[config.mk]
export PLATFORM = sky130hd
export DESIGN_NAME = keypad_code_lock
export DESIGN_NICKNAME = d
export VERILOG_FILES = /design/src/rtl/kcl_pkg.sv /design/src/rtl/kcl_cfg.sv /design/src/rtl/kcl_core.sv /design/src/rtl/kcl_outq.sv /design/src/rtl/keypad_code_lock.sv
export SDC_FILE = /design/constraint.sdc
export NUM_CORES = 1
export LEC_CHECK = 0
export BUFFER_PORTS_ARGS = -buffer_cell sky130_fd_sc_hd__buf_2
export CAP_MARGIN = 20
export CORE_AREA = 2 2 120 210
export DETAILED_ROUTE_END_ITERATION = 8
export DIE_AREA = 0 0 122 212
export HOLD_SLACK_MARGIN = 0.03
export PLACE_DENSITY = 0.65
export SKIP_CTS_REPAIR_TIMING = 1
export SLEW_MARGIN = 15
export SYNTH_ARGS = -nofsm -noshare
export SYNTH_HDL_FRONTEND = slang
export SYNTH_HIERARCHICAL = 1
export SYNTH_SLANG_ARGS = --single-unit
export TNS_END_PERCENT = 1
[constraint.sdc]
create_clock -name clk_i -period 11.45 [get_ports clk_i]
set_input_delay 0.5725 -clock clk_i [delete_from_list [all_inputs] [get_ports clk_i]]
set_output_delay 0.5725 -clock clk_i [all_outputs]
set_load 0.05 [all_outputs]
[src/rtl/kcl_pkg.sv]
// Shared types and constants for the keypad code lock.
// No dependencies; imported by every module of the block.
package kcl_pkg;

  localparam int CODE_LENGTH = 4;
  localparam int CNT_W       = $clog2(CODE_LENGTH + 1);
  localparam int IDLE_W      = 17;
  localparam logic [IDLE_W-1:0] IDLE_MAX = '1;

  localparam int MAX_RESULTS = 2;
  localparam int QDEPTH      = 4;
  localparam int QPTR_W      = $clog2(QDEPTH);
  localparam int QCNT_W      = $clog2(QDEPTH + 1);

  localparam int CFG_IDX_W   = 2;

  localparam logic       CMD_KEY       = 1'b0;
  localparam logic       CMD_TICK      = 1'b1;
  localparam logic [3:0] KEY_DIGIT_MAX = 4'd9;
  localparam logic [3:0] KEY_STAR      = 4'd10;
  localparam logic [3:0] KEY_HASH      = 4'd11;

  localparam logic [15:0] CODE_RESET    = 16'h1234;
  localparam logic [15:0] TIMEOUT_RESET = 16'd3000;

  typedef enum logic [2:0] {
    EV_START   = 3'd0,
    EV_DIGIT   = 3'd1,
    EV_TIMEOUT = 3'd2,
    EV_OK      = 3'd3,
    EV_BAD     = 3'd4
  } kcl_event_e;

  typedef enum logic [CFG_IDX_W-1:0] {
    CFG_CODE    = 2'd0,
    CFG_TIMEOUT = 2'd1
  } kcl_cfg_idx_e;

  typedef struct packed {
    logic       cmd;
    logic [3:0] key_code;
  } kcl_in_t;

  typedef struct packed {
    logic [2:0]  event_res;
    logic [15:0] shown_digits;
    logic [2:0]  entered_count;
    logic        last_of_run;
  } kcl_out_t;

  typedef struct packed {
    logic [15:0] code_value;
    logic [15:0] timeout_ticks;
  } kcl_cfg_t;

  // results produced by one item, res_a first
  typedef struct packed {
    logic [1:0] num;
    kcl_out_t   res_a;
    kcl_out_t   res_b;
  } kcl_push_t;

endpackage

[src/rtl/kcl_cfg.sv]
// Configuration registers of the keypad code lock.
// Depends on kcl_pkg.
module kcl_cfg import kcl_pkg::*; (
  input  logic                 clk_i,
  input  logic                 rst_ni,
  input  logic                 cfg_valid_i,
  input  logic [CFG_IDX_W-1:0] cfg_index_i,
  input  logic [15:0]          cfg_data_i,
  output kcl_cfg_t             cfg_o
);

  kcl_cfg_t cfg_q, cfg_d;

  always_comb begin
    cfg_d = cfg_q;
    if (cfg_valid_i) begin
      unique case (cfg_index_i)
        CFG_CODE:    cfg_d.code_value    = cfg_data_i;
        CFG_TIMEOUT: cfg_d.timeout_ticks = cfg_data_i;
        default:     ;
      endcase
    end
  end

  always_ff @(posedge clk_i or negedge rst_ni) begin
    if (!rst_ni) begin
      cfg_q.code_value    <= CODE_RESET;
      cfg_q.timeout_ticks <= TIMEOUT_RESET;
    end else begin
      cfg_q <= cfg_d;
    end
  end

  assign cfg_o = cfg_q;

endmodule

[src/rtl/kcl_core.sv]
// Entry state and per-item decision logic of the keypad code lock.
// Depends on kcl_pkg; feeds kcl_outq with up to two results per item.
module kcl_core import kcl_pkg::*; (
  input  logic      clk_i,
  input  logic      rst_ni,
  input  logic      accept_i,
  input  kcl_in_t   item_i,
  input  kcl_cfg_t  cfg_i,
  output kcl_push_t push_o
);

  typedef logic [CODE_LENGTH-1:0][3:0] digits_t;

  logic              active_q, active_d;
  logic [CNT_W-1:0]  cnt_q, cnt_d, cnt_inc;
  digits_t           dig_q, dig_d, dig_new;
  logic [IDLE_W-1:0] idle_q, idle_d, idle_inc;
  logic              match;
  logic              is_entry_key;

  function automatic logic [15:0] shown(input digits_t d);
    logic [15:0] v;
    v = '0;
    for (int i = 0; i < 4; i++) begin
      if (i < CODE_LENGTH) v[15-4*i -: 4] = d[i];
    end
    return v;
  endfunction

  always_comb begin
    idle_inc = (idle_q == IDLE_MAX) ? idle_q : idle_q + 1'b1;
    cnt_inc  = cnt_q + 1'b1;
    dig_new  = dig_q;
    for (int i = 0; i < CODE_LENGTH; i++) begin
      if (CNT_W'(i) == cnt_q) dig_new[i] = item_i.key_code;
    end
    // positions past the fourth expect zero
    match = 1'b1;
    for (int i = 0; i < CODE_LENGTH; i++) begin
      if (i < 4) begin
        if (dig_new[i] != cfg_i.code_value[15-4*(i%4) -: 4]) match = 1'b0;
      end else if (dig_new[i] != 4'd0) begin
        match = 1'b0;
      end
    end
    is_entry_key = (item_i.key_code == KEY_STAR) || (item_i.key_code == KEY_HASH);
  end

  always_comb begin
    active_d = active_q;
    cnt_d    = cnt_q;
    dig_d    = dig_q;
    idle_d   = idle_q;
    push_o   = '0;
    if (accept_i) begin
      if (item_i.cmd == CMD_TICK) begin
        if (active_q) begin
          idle_d = idle_inc;
          if (idle_inc > {1'b0, cfg_i.timeout_ticks}) begin
            active_d = 1'b0;
            cnt_d    = '0;
            dig_d    = '0;
            idle_d   = '0;
            push_o.num                 = 2'd1;
            push_o.res_a.event_res     = EV_TIMEOUT;
            push_o.res_a.last_of_run   = 1'b1;
          end
        end
      end else if (is_entry_key) begin
        active_d = 1'b1;
        cnt_d    = '0;
        dig_d    = '0;
        idle_d   = '0;
        push_o.num               = 2'd1;
        push_o.res_a.event_res   = EV_START;
        push_o.res_a.last_of_run = 1'b1;
      end else if (item_i.key_code <= KEY_DIGIT_MAX && active_q &&
                   cnt_q < CNT_W'(CODE_LENGTH)) begin
        cnt_d  = cnt_inc;
        dig_d  = dig_new;
        idle_d = '0;
        push_o.num                 = 2'd1;
        push_o.res_a.event_res     = EV_DIGIT;
        push_o.res_a.shown_digits  = shown(dig_new);
        push_o.res_a.entered_count = 3'(cnt_inc);
        push_o.res_a.last_of_run   = 1'b1;
        if (cnt_inc == CNT_W'(CODE_LENGTH)) begin
          // code complete: verdict follows with an empty buffer
          active_d = 1'b0;
          cnt_d    = '0;
          dig_d    = '0;
          push_o.num                = 2'd2;
          push_o.res_a.last_of_run  = 1'b0;
          push_o.res_b.event_res    = match ? EV_OK : EV_BAD;
          push_o.res_b.last_of_run  = 1'b1;
        end
      end
    end
  end

  always_ff @(posedge clk_i or negedge rst_ni) begin
    if (!rst_ni) begin
      active_q <= 1'b0;
      cnt_q    <= '0;
      dig_q    <= '0;
      idle_q   <= '0;
    end else begin
      active_q <= active_d;
      cnt_q    <= cnt_d;
      dig_q    <= dig_d;
      idle_q   <= idle_d;
    end
  end

endmodule

[src/rtl/kcl_outq.sv]
// Result queue of the keypad code lock: takes up to two results a cycle,
// hands out one a cycle while out_ready_i is high. Depends on kcl_pkg.
module kcl_outq import kcl_pkg::*; (
  input  logic      clk_i,
  input  logic      rst_ni,
  input  kcl_push_t push_i,
  output logic      space_o,
  output logic      out_valid_o,
  input  logic      out_ready_i,
  output kcl_out_t  out_data_o
);

  kcl_out_t          mem_q [QDEPTH];
  logic [QPTR_W-1:0] wr_q, wr_d, rd_q, rd_d;
  logic [QCNT_W-1:0] cnt_q, cnt_d;
  logic              pop;

  assign out_valid_o = (cnt_q != '0);
  assign out_data_o  = mem_q[rd_q];
  assign pop         = out_valid_o && out_ready_i;
  // room for the worst case of one item
  assign space_o     = (cnt_q <= QCNT_W'(QDEPTH - MAX_RESULTS));

  always_comb begin
    wr_d  = wr_q + QPTR_W'(push_i.num);
    rd_d  = rd_q + QPTR_W'(pop);
    cnt_d = cnt_q + QCNT_W'(push_i.num) - QCNT_W'(pop);
  end

  always_ff @(posedge clk_i) begin
    if (push_i.num != 2'd0) mem_q[wr_q] <= push_i.res_a;
    if (push_i.num == 2'd2) mem_q[QPTR_W'(wr_q + 1'b1)] <= push_i.res_b;
  end

  always_ff @(posedge clk_i or negedge rst_ni) begin
    if (!rst_ni) begin
      wr_q  <= '0;
      rd_q  <= '0;
      cnt_q <= '0;
    end else begin
      wr_q  <= wr_d;
      rd_q  <= rd_d;
      cnt_q <= cnt_d;
    end
  end

endmodule

[src/rtl/keypad_code_lock.sv]
// Keypad code lock, top level.
// Depends on kcl_pkg, kcl_cfg, kcl_core and kcl_outq.
//
//  channel | signals                                    | dir
//  --------+--------------------------------------------+-----
//  in      | in_valid_i, in_ready_o, in_data_i           | in
//  out     | out_valid_o, out_ready_i, out_data_o        | out
//  cfg     | cfg_valid_i, cfg_ready_o, cfg_index_i/data  | in
//
// An item is decided in the cycle it is accepted; its results, if any,
// appear from the next cycle through a four-entry queue, one per cycle
// while taken. Sustained rate is one item per cycle while results are
// taken; in_ready_o drops while the queue could not hold two more results.
// Reset clears entry state and sets the code to 1234, timeout to 3000.
// Config writes are always taken; indexes beyond the list are dropped.
module keypad_code_lock import kcl_pkg::*; (
  input  logic                 clk_i,
  input  logic                 rst_ni,
  input  logic                 in_valid_i,
  output logic                 in_ready_o,
  input  kcl_in_t              in_data_i,
  output logic                 out_valid_o,
  input  logic                 out_ready_i,
  output kcl_out_t             out_data_o,
  input  logic                 cfg_valid_i,
  output logic                 cfg_ready_o,
  input  logic [CFG_IDX_W-1:0] cfg_index_i,
  input  logic [15:0]          cfg_data_i
);

  kcl_cfg_t  cfg;
  kcl_push_t push;
  logic      accept;

  assign cfg_ready_o = 1'b1;
  assign accept      = in_valid_i && in_ready_o;

  kcl_cfg u_cfg (
    .clk_i       (clk_i),
    .rst_ni      (rst_ni),
    .cfg_valid_i (cfg_valid_i),
    .cfg_index_i (cfg_index_i),
    .cfg_data_i  (cfg_data_i),
    .cfg_o       (cfg)
  );

  kcl_core u_core (
    .clk_i    (clk_i),
    .rst_ni   (rst_ni),
    .accept_i (accept),
    .item_i   (in_data_i),
    .cfg_i    (cfg),
    .push_o   (push)
  );

  kcl_outq u_outq (
    .clk_i       (clk_i),
    .rst_ni      (rst_ni),
    .push_i      (push),
    .space_o     (in_ready_o),
    .out_valid_o (out_valid_o),
    .out_ready_i (out_ready_i),
    .out_data_o  (out_data_o)
  );

endmodule

After elaboration in Yosys (flattened, before gate mapping):

Memories as Yosys holds them, arrays and structs flattened.
Index checks and enable logic that the tools add are counted.

* equality and inequality tests: 15
* order comparisons: 4
* $add $sub $neg: 7
* reductions and logical operators: 16
* muxes and demuxes: 58

Operator list (number)
* 17-bit two-way mux: 6
* 16-bit two-way mux: 6
* 28-bit two-way mux: 2
* 19-bit two-way mux: 2
* 3-bit two-way mux: 9
* 4-bit two-way mux: 6
* 1-bit two-way mux: 23
* 17-bit by 1-bit adder with 17-bit output (second input constant): 1
* 17-bit == test (second input constant): 1
* 17-bit by 16-bit greater-than comparator with 1-bit output: 1
* 4-bit != test: 4
* 5-bit two-way mux: 3
* 3-bit nonzero test: 3
* 4-bit == test (second input constant): 2
* 2-bit by 3-bit == test with 1-bit output (first input constant): 2
* 3-bit AND reduction: 2
* 4-bit less-or-equal comparator (second input constant): 1
* 1-bit logical AND: 4
* 2-bit by 1-bit != test with 1-bit output (second input constant): 2
* 2-bit AND reduction: 2
* 4-bit AND reduction: 1
* 3-bit by 1-bit adder with 3-bit output (second input constant): 1
* 3-bit by 2-bit adder with 3-bit output: 1
* 1-bit by 3-bit == test with 1-bit output (first input constant): 1
* other kinds (14): 14

* word-level logic and storage cells: 113
* input port bits: 28
* RAM bits: 92
* output and inout port bits: 26
* memories: 1
* bits in registers: 76

Memory list
* u_outq.mem_q: words 4, width 23, read ports 1, clocked after memory_dff 0, write ports 2, line kcl_outq.sv:13 `kcl_out_t mem_q [QDEPTH];`

Logic depth before layout (Yosys ltp):

Gate-level depths: netlist of the first run.

* depth after elaboration: 16
* gate-level depth with buffers: 20
* gate-level depth less buffers: 18

Hierarchy:

Netlist of the first run, hierarchy kept.

By module, submodules not included
* kcl_outq: seq. area each 2937.8 um^2, cells each 266, times used 1, area each 4952.2 um^2
* kcl_core: seq. area each 925.9 um^2, cells each 377, times used 1, area each 3323.2 um^2
* kcl_cfg: seq. area each 815.8 um^2, cells each 68, times used 1, area each 1227.4 um^2
* keypad_code_lock: seq. area each 0.0 um^2, cells each 3, times used 1, area each 17.5 um^2

Worst setup path before layout of the first run:

No wires, ideal clock.

* path kind: reg2reg
* start point: reg u_outq.cnt_q[1]
* end point: mem u_outq/mem_q[0][0] in the netlist's numbering, enable pin
* setup time: 0.485 ns
* required time: 10.965 ns
* path buffers: 2
* arrival: 5.254 ns
* slack: 5.711 ns
* cell stages (with the launch flop): 10
* period minus slack after synthesis: 5.739 ns
* cells stage by stage: dfrtp_1 > a21oi_1 > and2_1 > and4_1 > nand2_1 > nor2_1 > buf_4 > buf_2 > inv_1 > o311ai_0

RTL lines
* start: declaration: line kcl_outq.sv:15 `logic [QCNT_W-1:0] cnt_q, cnt_d;`
* start signal: assignment: line kcl_outq.sv:43 `cnt_q <= cnt_d;`
* end: declaration: line kcl_outq.sv:13

==> results of run 1 <==
## kinds of logic after synthesis
logic type | share of synthesized area [%]
AOI/OAI and AO/OA | 6.374
xor gates and xnor gates | 3.312
adders and majority gates | 3.627
buffers and inverters | 6.269
DFF | 49.15
muxes | 22.53
other | 0.07888
and+or+nand+nor | 8.661
## final cells by class
class | count | area share [%]
tap | 312 | 3.712
inverter | 33 | 1.178
sequential | 168 | 44.50
clock inverter | 10 | 1.808
multi-input combinational | 468 | 41.25
timing repair buffer | 61 | 3.236
clock buffer | 22 | 4.319
## critical path, cell delays in order, from the launching register on
cell and delay, ns:
dfrtp_1 0.43, ha_1 0.22, nand2_1 0.11, nor3_4 0.30, nand4_1 0.25, nand3_1 0.20, xnor2_1 0.16, ha_1 0.29
a211oi_1 0.21, nor2_1 0.08, a2111o_1 0.32, o211a_4 0.34, o21bai_4 0.39, a21oi_1 0.30, nand4b_2 0.98, o311ai_2 0.34
buf_4 0.38
## stage by stage
step,std cells,setup WS (ns),area [sq um]
floorplan,733,5.711,9592
global placement,1040,5.738,9847
detailed placement,1041,5.781,9862
CTS,1073,5.747,10510
global route,1074,5.326,10520
finish,1074,5.765,10520
## final timing paths
path	cells after the start	from	slack, ns	to
min reg2reg	1	u_core/dig_q[1]$_DFFE_PN0P_	0.50	u_core/dig_q[1]$_DFFE_PN0P_
max reg2reg	16	u_core/idle_q[0]$_DFFE_PN0P_	5.76	u_outq/mem_q[0][8]$_DFFE_PP_
min	2	cfg_data_i[15]	0.39	u_cfg/cfg_o[15]$_DFFE_PN0P_
min in group asynchronous	2	rst_ni	0.49	u_outq/rd_q[0]$_DFF_PN0_
max	16	u_core/idle_q[0]$_DFFE_PN0P_	5.76	u_outq/mem_q[0][8]$_DFFE_PP_
max in group asynchronous	3	rst_ni	9.86	u_cfg/cfg_o[1]$_DFFE_PN0P_
## report_power, final
part	switching [W]	internal, W	total [W]
registers	0.0000610	0.000729	0.000790
clock network	0.000232	0.000394	0.000626
logic	0.000451	0.000264	0.000715
total	0.000744	0.00139	0.00213
## sequential cells by signal, summed over array words and instances, names as in the netlist
signal           cells
u_outq/rd_q          2
u_core/idle_q       17
u_core/dig_q        16
u_outq/wr_q          2
u_core/cnt_q         3
u_core/active_q      1
u_cfg/cfg_o         32
u_outq/cnt_q         3
u_outq/mem_q        92
## routing by layer
metal	track usage, %	vias to the layer above	wire [um]
li1	-	2689	-
met1	16.89	2865	7424
met2	33.23	94	12040
met3	2.736	43	425
met4	8.641	0	780
met5	0	-	0
## layout by cell type (no fill, tap or decap), types with 4 or more instances in the layout
cell type	netlist	routed
a21oi_1	7	7
a221o_1	6	6
a22o_1	9	9
and2_1	4	4
and4_1	4	4
buf_2	16	51
buf_4	30	8
bufinv_16	0	5
clkbuf_1	4	4
clkbuf_16	0	17
conb_1	2	21
dfrtp_1	64	64
dfstp_2	12	12
edfxtp_1	92	92
ha_1	26	26
inv_1	33	33
mux2_2	122	122
mux2i_1	16	16
mux4_2	23	23
nand2_1	23	23
nand3_1	13	13
nand4_1	8	8
nor2_1	36	35
nor2b_1	5	4
nor3_1	11	11
nor4_1	7	7
o21a_1	4	4
o21ai_0	9	9
o21ai_1	4	4
o21ai_2	4	4
o2bb2ai_1	7	7
xnor2_1	32	32
xor2_1	4	4
==> out/results.tsv, run 1 <==
metric	value	unit
yosysTopAreaCell	edfxtp_1	
peakVddDrop	0.0001062	V
regArea	4679	sq um
clockBufferDepth	2	
yosys-top-cells-count	mux2_2, edfxtp_1, dfrtp_1, nor2_1, inv_1	
drt-initial-drc-count	213	
min_period_over_period	49.65	%
maxSlewHeadroom	33.65	%
cp-start-kind	flip-flop	
async_reset_ff_share	45.24	%
setup_viol	0	
gp_congestion	0.8275	
power	0.002131	W
cts_tree	built	
worst_setup_path_end_kind	flip-flop	
ys_ff_latch	168	
area_delta_synth_final	10.46	%
totalWireLength	20670	um
cp_max_fo	24	
cts_root_buf	clkbuf_16	
crit_arrival	5.78	ns
die_area	25860	sq um
power_leakage	4.200	nW
grt_overflow	0	
die_x	122	um
synth_cell_type_count	77	
layout-drive-gt1-share	36.48	%
routed-via-count	5691	
synthesis.instances	714	
cp.required	11.55	ns
fin_nets	804	
start_util	39.26	%
min_period	5.685	ns
rows	76	
max_cap_viol_count	0	
grt_pass1_vias	6154	
post-route-drc-count	0	
path_clk_slew	0.07	ns
fin_tns_setup	0	ns
syn_area	9520	sq um
whs	0.3887	ns
ctsHtreeMaxLevel	4	
timing.fmax	0.1759	GHz
cts.sinks	168	
fin_skew	0.01255	ns
grtUsageTotal	17.05	%
wl_per_cell	19.25	um
post-route-util	43.37	%
antenna_found_initial	0	
avgSynthCellArea	13.33	sq um
hpwlAfterDp	14930	um
core_area	24250	sq um
antennaDiodeCount	0	
dr.pass1.iters	4	
synth_top_area_share	29.02	%
yosysMostFrequentCell	mux2_2	
rsz0062_at_grt	false	
hold_violations	0	
tightestPinTransition	0.9916	ns
synth_sequential_area_ratio	49.15	%
synth_edf_count	92	
cts-buffers-inserted	17	
crit_type	reg -> reg	
powerDensity	202.6	nW/um^2
report.final.slew_viol_count	0	
insertion_delay	0.43	ns
routed_via_density	5.299	
die_height	212	um
dominantRegCellSynth	edfxtp_1	
yosysWarnings	6	
ios	54	
antenna_left	0	
grt_pass1_wl	33070	um
portBuffers	52	
hold_path_class	in -> reg	
synth_area_leaders	edfxtp_1, dfrtp_1, mux2_2, mux4_2, ha_1	
fill_cells	2229	
multi_input_area	4338	sq um
grt_start_max_net_pins	71	
outcome	finished, final reports clean	
Power figures use the tool's default switching activity.
==> inputs of run 2 (changes only) <==
Settings changed: ABC_AREA from default to 1, CORE_AREA 2 2 120 210 to 2 2 122 214, DIE_AREA 0 0 122 212 to 0 0 124 216, PLACE_DENSITY 0.65 to 0.67.
Clock period 11.45 ns to 4.7 ns, I/O delays scaled along.
==> run 2 against run 1 <==
Against the previous run: clock power is 120% higher; design area is 3.7% higher; hold slack worse by 0.34 ns; combinational power grew to 2.8 times the previous value; via count is 37% higher; clock-buffer cell count is 3 lower; critical endpoint is now u_outq/mem_q[3][5]$_DFFE_PP_; largest cell class unchanged.
==> out/results.tsv, run 2 <==
metric	value	unit	change
stdcell_count	1539		+43%
placed_cells	1504		+44%
whs_path_depth	3		+1
dr.pass1.iters	5		+1
holdPathEnd	u_cfg/cfg_o[23]$_DFFE_PN0P_		
max_cap_viol_count	0		unchanged
r2r_end	u_outq/mem_q[3][5]$_DFFE_PP_		
insertion_delay	0.43	ns	about the same
worstHoldStart	cfg_data_i[7]		
largest_register	u_outq/mem_q		
ff2ff_setup_slack	0.47	ns	-5.29 ns
crit_arrival	4.40	ns	-1.38 ns
dominantRegCellSynth	edfxtp_1		
min_period	4.225	ns	-1.460 ns
post-route-drc-count	0		unchanged
synthesis.instances	1186		+66%
yosysMostFrequentCell	nand2_1		
drt-initial-drc-count	561		+160%
maxSlewHeadroom	38.59	%	+4.9 points
grt_pass1_wl	37870	um	+15%
cts-buffers-inserted	17		unchanged
ctsHtreeMaxLevel	4		unchanged
min_period_over_period	89.90	%	+40 points
synth_top_area_share	27.90	%	-1.1 points
timing.fmax	0.2367	GHz	+35%
antenna_found_initial	0		unchanged
tightestPinTransition	0.9212	ns	-0.07045 ns
antennaDiodeCount	0		unchanged
rows	77		+1.3%
hold_path_class	in -> reg		
die_area	26780	sq um	+3.6%
cts.sinks	168		unchanged
synth_sequential_area_ratio	47.26	%	-1.9 points
grt_overflow	0		unchanged
largest_register_ffs	92		unchanged
antenna_left	0		unchanged
rsz0062_at_grt	false		
start_util	39.53	%	+0.26 points
gp_congestion	0.8603		+4.0%
report.final.slew_viol_count	0		unchanged
r2r_start	u_core/idle_q[0]$_DFFE_PN0P_		
powerDensity	483.5	nW/um^2	+140%
cp-start-kind	flip-flop		
totalWireLength	23580	um	+14%
cp.required	4.88	ns	-6.67 ns
fin_tns_setup	0	ns	unchanged
area_delta_synth_final	10.16	%	
async_reset_ff_share	45.24	%	unchanged
wl_per_cell	15.32	um	-20%
hold_violations	0		unchanged
core_area	25050	sq um	+3.3%
path_clk_slew	0.06	ns	about the same
portBuffers	52		unchanged
mostFrequentLayoutCells	nand2_1, nor2_1, edfxtp_1, inv_1, o21ai_0		
routed-via-count	7770		+37%
cts_tree	built		
synth_cell_type_count	41		-47%
yosysWarnings	6		unchanged
grtUsageTotal	18.59	%	+1.5 points
fin_nets	1265		+57%
cts_root_buf	clkbuf_16		
setup_viol	0		unchanged
cp_max_fo	23		-4.2%
die_height	216	um	+1.9%
peakVddDrop	0.0002558	V	+140%
worst_setup_path_end_kind	flip-flop		
ios	54		unchanged
power_leakage	4.621	nW	+10%
crit_type	reg -> reg		
synth_area_leaders	edfxtp_1, dfrtp_1, nand2_1, nor2_1, o21ai_0		
outcome	finished, final reports clean		
fin_skew	0.007979	ns	-0.004569 ns
rr_worst_depth	26		+10
yosys-top-cells-count	nand2_1, nor2_1, edfxtp_1, inv_1, o21ai_0		
synth_edf_count	92		unchanged
avgSynthCellArea	8.348	sq um	-37%
die_x	124	um	+1.6%
layout_commonest_cell	nand2_1		
grt_pass1_vias	7558		+23%
clockBufferDepth	2		unchanged
routed_via_density	5.049		-4.7%
hpwlAfterDp	17040	um	+14%
ys_ff_latch	168		unchanged
grt_start_max_net_pins	71		unchanged
yosysTopAreaCell	edfxtp_1		
syn_area	9901	sq um	+4.0%
layout-drive-gt1-share	15.37	%	-21 points
run 2: cell count changes in the layout (fill, tap and decap cells not counted), sizes merged, moves of 8 or more:
cell / change
a22o: -9
buf: +8
clkinv: +9
inv: +64
mux2: -126
mux2i: -18
mux4: -23
nand2: +301
nand3: +39
nand4: +17
nor2: +116
o21ai: +164
xnor2: -24
xor2: +11
run 2: stage by stage:
| step | setup slack, ns | area, sq um | power [W] | hold WS [ns] | utilization (%) |
|---|---|---|---|---|---|
| 2_1_floorplan | -0.6265 | 9972 | 0.003416 | -0.06059 | - |
| 3_3_place_gp | 0.4587 | 10290 | 0.003885 | 0.06493 | 41.07 |
| 3_5_place_dp | 0.3632 | 10290 | 0.003918 | 0.06753 | 41.07 |
| 4_1_cts | 0.3038 | 10870 | 0.005322 | -0.4006 | 43.41 |
| 5_1_grt | 0.03459 | 10910 | 0.005614 | 0.03605 | 43.54 |
| 6_report | 0.4749 | 10910 | 0.005273 | 0.05205 | 43.54 |
run 2: power by group:
| group | internal [W] | leakage [nW] | switching (W) | total [W] |
|---|---|---|---|---|
| registers | 0.00173 | 1.85 | 0.000131 | 0.00186 |
| logic | 0.000518 | 2.50 | 0.00150 | 0.00202 |
| clock network | 0.000831 | 0.279 | 0.000567 | 0.00140 |
run 2: logic make-up after synthesis:
kind of cell,after synthesis,synth area share [%]
xor gates and xnor gates,23,2.035
AOI/OAI and AO/OA,209,12.44
and+or+nand+nor,572,24.72
DFF,168,47.26
buffers and inverters,185,9.984
other,2,0.07585
adders and majority gates,27,3.488
run 2: worst max path at each step:
stage | from | to | slack, ns
after floorplan | u_core/idle_q[0]$_DFFE_PN0P_ | u_outq/mem_q[1][0]$_DFFE_PP_ | -0.63
after global placement | u_core/idle_q[0]$_DFFE_PN0P_ | u_outq/mem_q[3][10]$_DFFE_PP_ | 0.46
after detailed placement | u_core/idle_q[0]$_DFFE_PN0P_ | u_outq/mem_q[3][8]$_DFFE_PP_ | 0.36
after CTS | u_core/idle_q[0]$_DFFE_PN0P_ | u_outq/mem_q[3][10]$_DFFE_PP_ | 0.30
after global routing | u_core/idle_q[0]$_DFFE_PN0P_ | u_outq/cnt_q[2]$_DFF_PN0_ | 0.03
final | u_core/idle_q[0]$_DFFE_PN0P_ | u_outq/mem_q[3][5]$_DFFE_PP_ | 0.47
run 2: cell type report:
| cell class | instances | area (sq um) |
|---|---|---|
| inverter | 100 | 375.4 |
| tap | 316 | 395.4 |
| timing repair buffer | 71 | 513.0 |
| clock buffer | 19 | 432.9 |
| multi-input combinational | 852 | 4357 |
| fill | 2477 | 14140 |
| clock inverter | 13 | 153.9 |
| sequential | 168 | 4679 |
run 2: worst max-delay path, stage by stage, from the launching register on:
cell	delay (ns)
dfrtp_1	0.47
ha_1	0.27
nand2_2	0.09
nor2_4	0.12
nand2_2	0.10
nor2_4	0.15
nand2_2	0.20
nand2_1	0.12
nor2_1	0.04
a21oi_1	0.21
ha_1	0.30
nand2_1	0.10
inv_1	0.04
nand2_1	0.05
nand2_1	0.04
nand2_1	0.05
nand2_1	0.06
a21oi_2	0.12
nand2_1	0.09
nand2_4	0.14
nand2_4	0.06
nand2_1	0.08
nor2_1	0.05
buf_4	0.17
nor2_1	0.51
o21ai_2	0.13
buf_12	0.19
run 2: routing by layer:
layer / routed length, um / global-route usage (%) / share of wire, %
met1: 8634 / 19.37 / 37
met2: 12930 / 34.18 / 55
met3: 685 / 2.775 / 2.9
met4: 1332 / 11.01 / 5.6
met5: 0 / 0 / 0
==> inputs of run 3 (changes only) <==
Settings changed: CTS_BUF_LIST from default to sky130_fd_sc_hd__clkbuf_8 sky130_fd_sc_hd__clkbuf_16.
==> run 3 against run 2 <==
Against the previous run: clock-buffer cell count decreased by 2; sequential share of layout area unchanged; non-clock buffer count unchanged; clock power about the same; maximum frequency increased by 0.19%; hold slack got worse by 0.0011 ns; critical path depth unchanged; sequential cell count unchanged; via count increased by 0.18%; total power about the same; first-iteration DRC count increased by 0.53%; critical endpoint unchanged.
==> out/results.tsv, run 3 (synthesized netlist as in run 2, its figures left out) <==
metric	value	unit	change
outcome	finished, final reports clean		
power_leakage	4.629	nW	+0.18%
die_area	26780	sq um	unchanged
insertion_delay	0.43	ns	about the same
cts-buffers-inserted	17		unchanged
hold_violations	0		unchanged
grt_pass1_vias	7558		unchanged
largest_register_ffs	92		unchanged
rr_worst_depth	26		unchanged
layout_setup_ws	0.4828	ns	+0.007866 ns
mostFrequentLayoutCells	nand2_1, nor2_1, inv_1, edfxtp_1, o21ai_0		
ctsHtreeMaxLevel	4		unchanged
die_x	124	um	unchanged
tightestPinTransition	0.9186	ns	-0.002552 ns
cp_slowest_stage_delay	0.51	ns	about the same
p_sw	0.002198	W	about the same
gp_congestion	0.8603		unchanged
largest_register	u_outq/mem_q		
whs_path_depth	3		unchanged
wl_per_cell	15.30	um	-0.16%
cpMostUsedCell	nand2_1		
grt_pass1_wl	37870	um	unchanged
clockBufferDepth	2		unchanged
cts_tree	built		
grtUsageTotal	18.59	%	unchanged
maxSlewHeadroom	38.76	%	+0.17 points
rsz0062_at_grt	false		
setup_viol	0		unchanged
die_height	216	um	unchanged
cp_max_fo	23		unchanged
stdcell_count	1539		unchanged
p_comb_share	38.3	%	about the same
rows	77		unchanged
min_period_over_period	89.73	%	-0.17 points
power.share.clock	26.4	%	about the same
start_util	39.53	%	unchanged
post-route-drc-count	0		unchanged
path_depth	26		unchanged
fin_skew	0.008341	ns	+0.0003620 ns
antenna_found_initial	0		unchanged
cp-start-kind	flip-flop		
dr.pass1.iters	5		unchanged
antennaDiodeCount	0		unchanged
powerDensity	483.1	nW/um^2	about the same
max_cap_viol_count	0		unchanged
intPower	0.003071	W	-0.14%
routed-via-count	7784		+0.18%
worst_setup_path_end_kind	flip-flop		
hpwlAfterDp	17040	um	unchanged
path_buf_inv	3		unchanged
crit_arrival	4.40	ns	about the same
crit_type	reg -> reg		
fin_nets	1265		unchanged
pre_cts_slack	0.3632	ns	unchanged
fin_tns_setup	0	ns	unchanged
core_area	25050	sq um	unchanged
pwr-share-seq	35.3	%	about the same
hold_path_class	in -> reg		
routed_via_density	5.058		+0.18%
layout-drive-gt1-share	15.37	%	unchanged
antenna_left	0		unchanged
report.final.slew_viol_count	0		unchanged
cp.required	4.88	ns	about the same
path_clk_slew	0.06	ns	about the same
min_period	4.217	ns	-0.007866 ns
drt-initial-drc-count	564		+0.53%
slowest_stage	nor2_1		
placed_cells	1504		unchanged
cts_root_buf	clkbuf_16		
timing.fmax	0.2371	GHz	+0.19%
layout_commonest_cell	nand2_1		
portBuffers	52		unchanged
crit_family	simple AND/OR/NAND/NOR gates		
cts.sinks	168		unchanged
area_delta_synth_final	10.16	%	unchanged
whs	0.05099	ns	-0.001063 ns
grt_start_max_net_pins	71		unchanged
power	0.005269	W	about the same
grt_overflow	0		unchanged
totalWireLength	23540	um	-0.16%
ios	54		unchanged
p_sw_share	41.71	%	about the same
peakVddDrop	0.0002562	V	+0.13%
==> run 3: layout make-up <==
cell class	instances	area, sq um
Clock buffer	17	425.4
Timing Repair Buffer	71	513.0
Sequential cell	168	4679
Multi-Input combinational cell	852	4357
Fill cell	2477	14140
Tap cell	316	395.4
Inverter	100	375.4
Clock inverter	15	161.4
==> run 3: through the flow <==
step | instance area, sq um | util (%)
floorplan | 9972 | -
global placement | 10290 | 41.07
detailed placement | 10290 | 41.07
CTS | 10870 | 43.41
global route | 10910 | 43.54
finish | 10910 | 43.54
==> run 3: routing by layer <==
layer / routed length (um) / vias up / GRT usage (%)
li1: - / 3897 / -
met1: 8555 / 3645 / 19.37
met2: 12900 / 172 / 34.18
met3: 737 / 70 / 2.775
met4: 1348 / 0 / 11.01
met5: 0 / - / 0
==> run 3: worst min-delay path: stages <==
cell     delay (ns)
buf_2          0.09
nand3_1        0.07
nand2_1        0.06
==> run 3: worst paths after layout <==
path                                              startpoint                       endpoint  slack [ns]
worst min register to register    u_cfg/cfg_o[7]$_DFFE_PN1P_     u_cfg/cfg_o[7]$_DFFE_PN1P_        0.46
max in group asynchronous                             rst_ni  u_core/idle_q[16]$_DFFE_PN0P_        3.43
min in group asynchronous                             rst_ni       u_outq/wr_q[0]$_DFF_PN0_        0.15
worst max-delay path            u_core/idle_q[0]$_DFFE_PN0P_   u_outq/mem_q[3][5]$_DFFE_PP_        0.48
worst min-delay path                           cfg_data_i[7]    u_cfg/cfg_o[23]$_DFFE_PN0P_        0.05
worst max register to register  u_core/idle_q[0]$_DFFE_PN0P_   u_outq/mem_q[3][5]$_DFFE_PP_        0.48
==> run 3: power groups by stage <==
stage | registers, W | logic [W] | clock network [W]
3_3_place_gp | 0.00188 | 0.00201 | 0
4_1_cts | 0.00186 | 0.00204 | 0.00142
5_1_grt | 0.00188 | 0.00224 | 0.00149
2_1_floorplan | 0.00185 | 0.00157 | 0
6_report | 0.00186 | 0.00202 | 0.00139
3_5_place_dp | 0.00188 | 0.00203 | 0
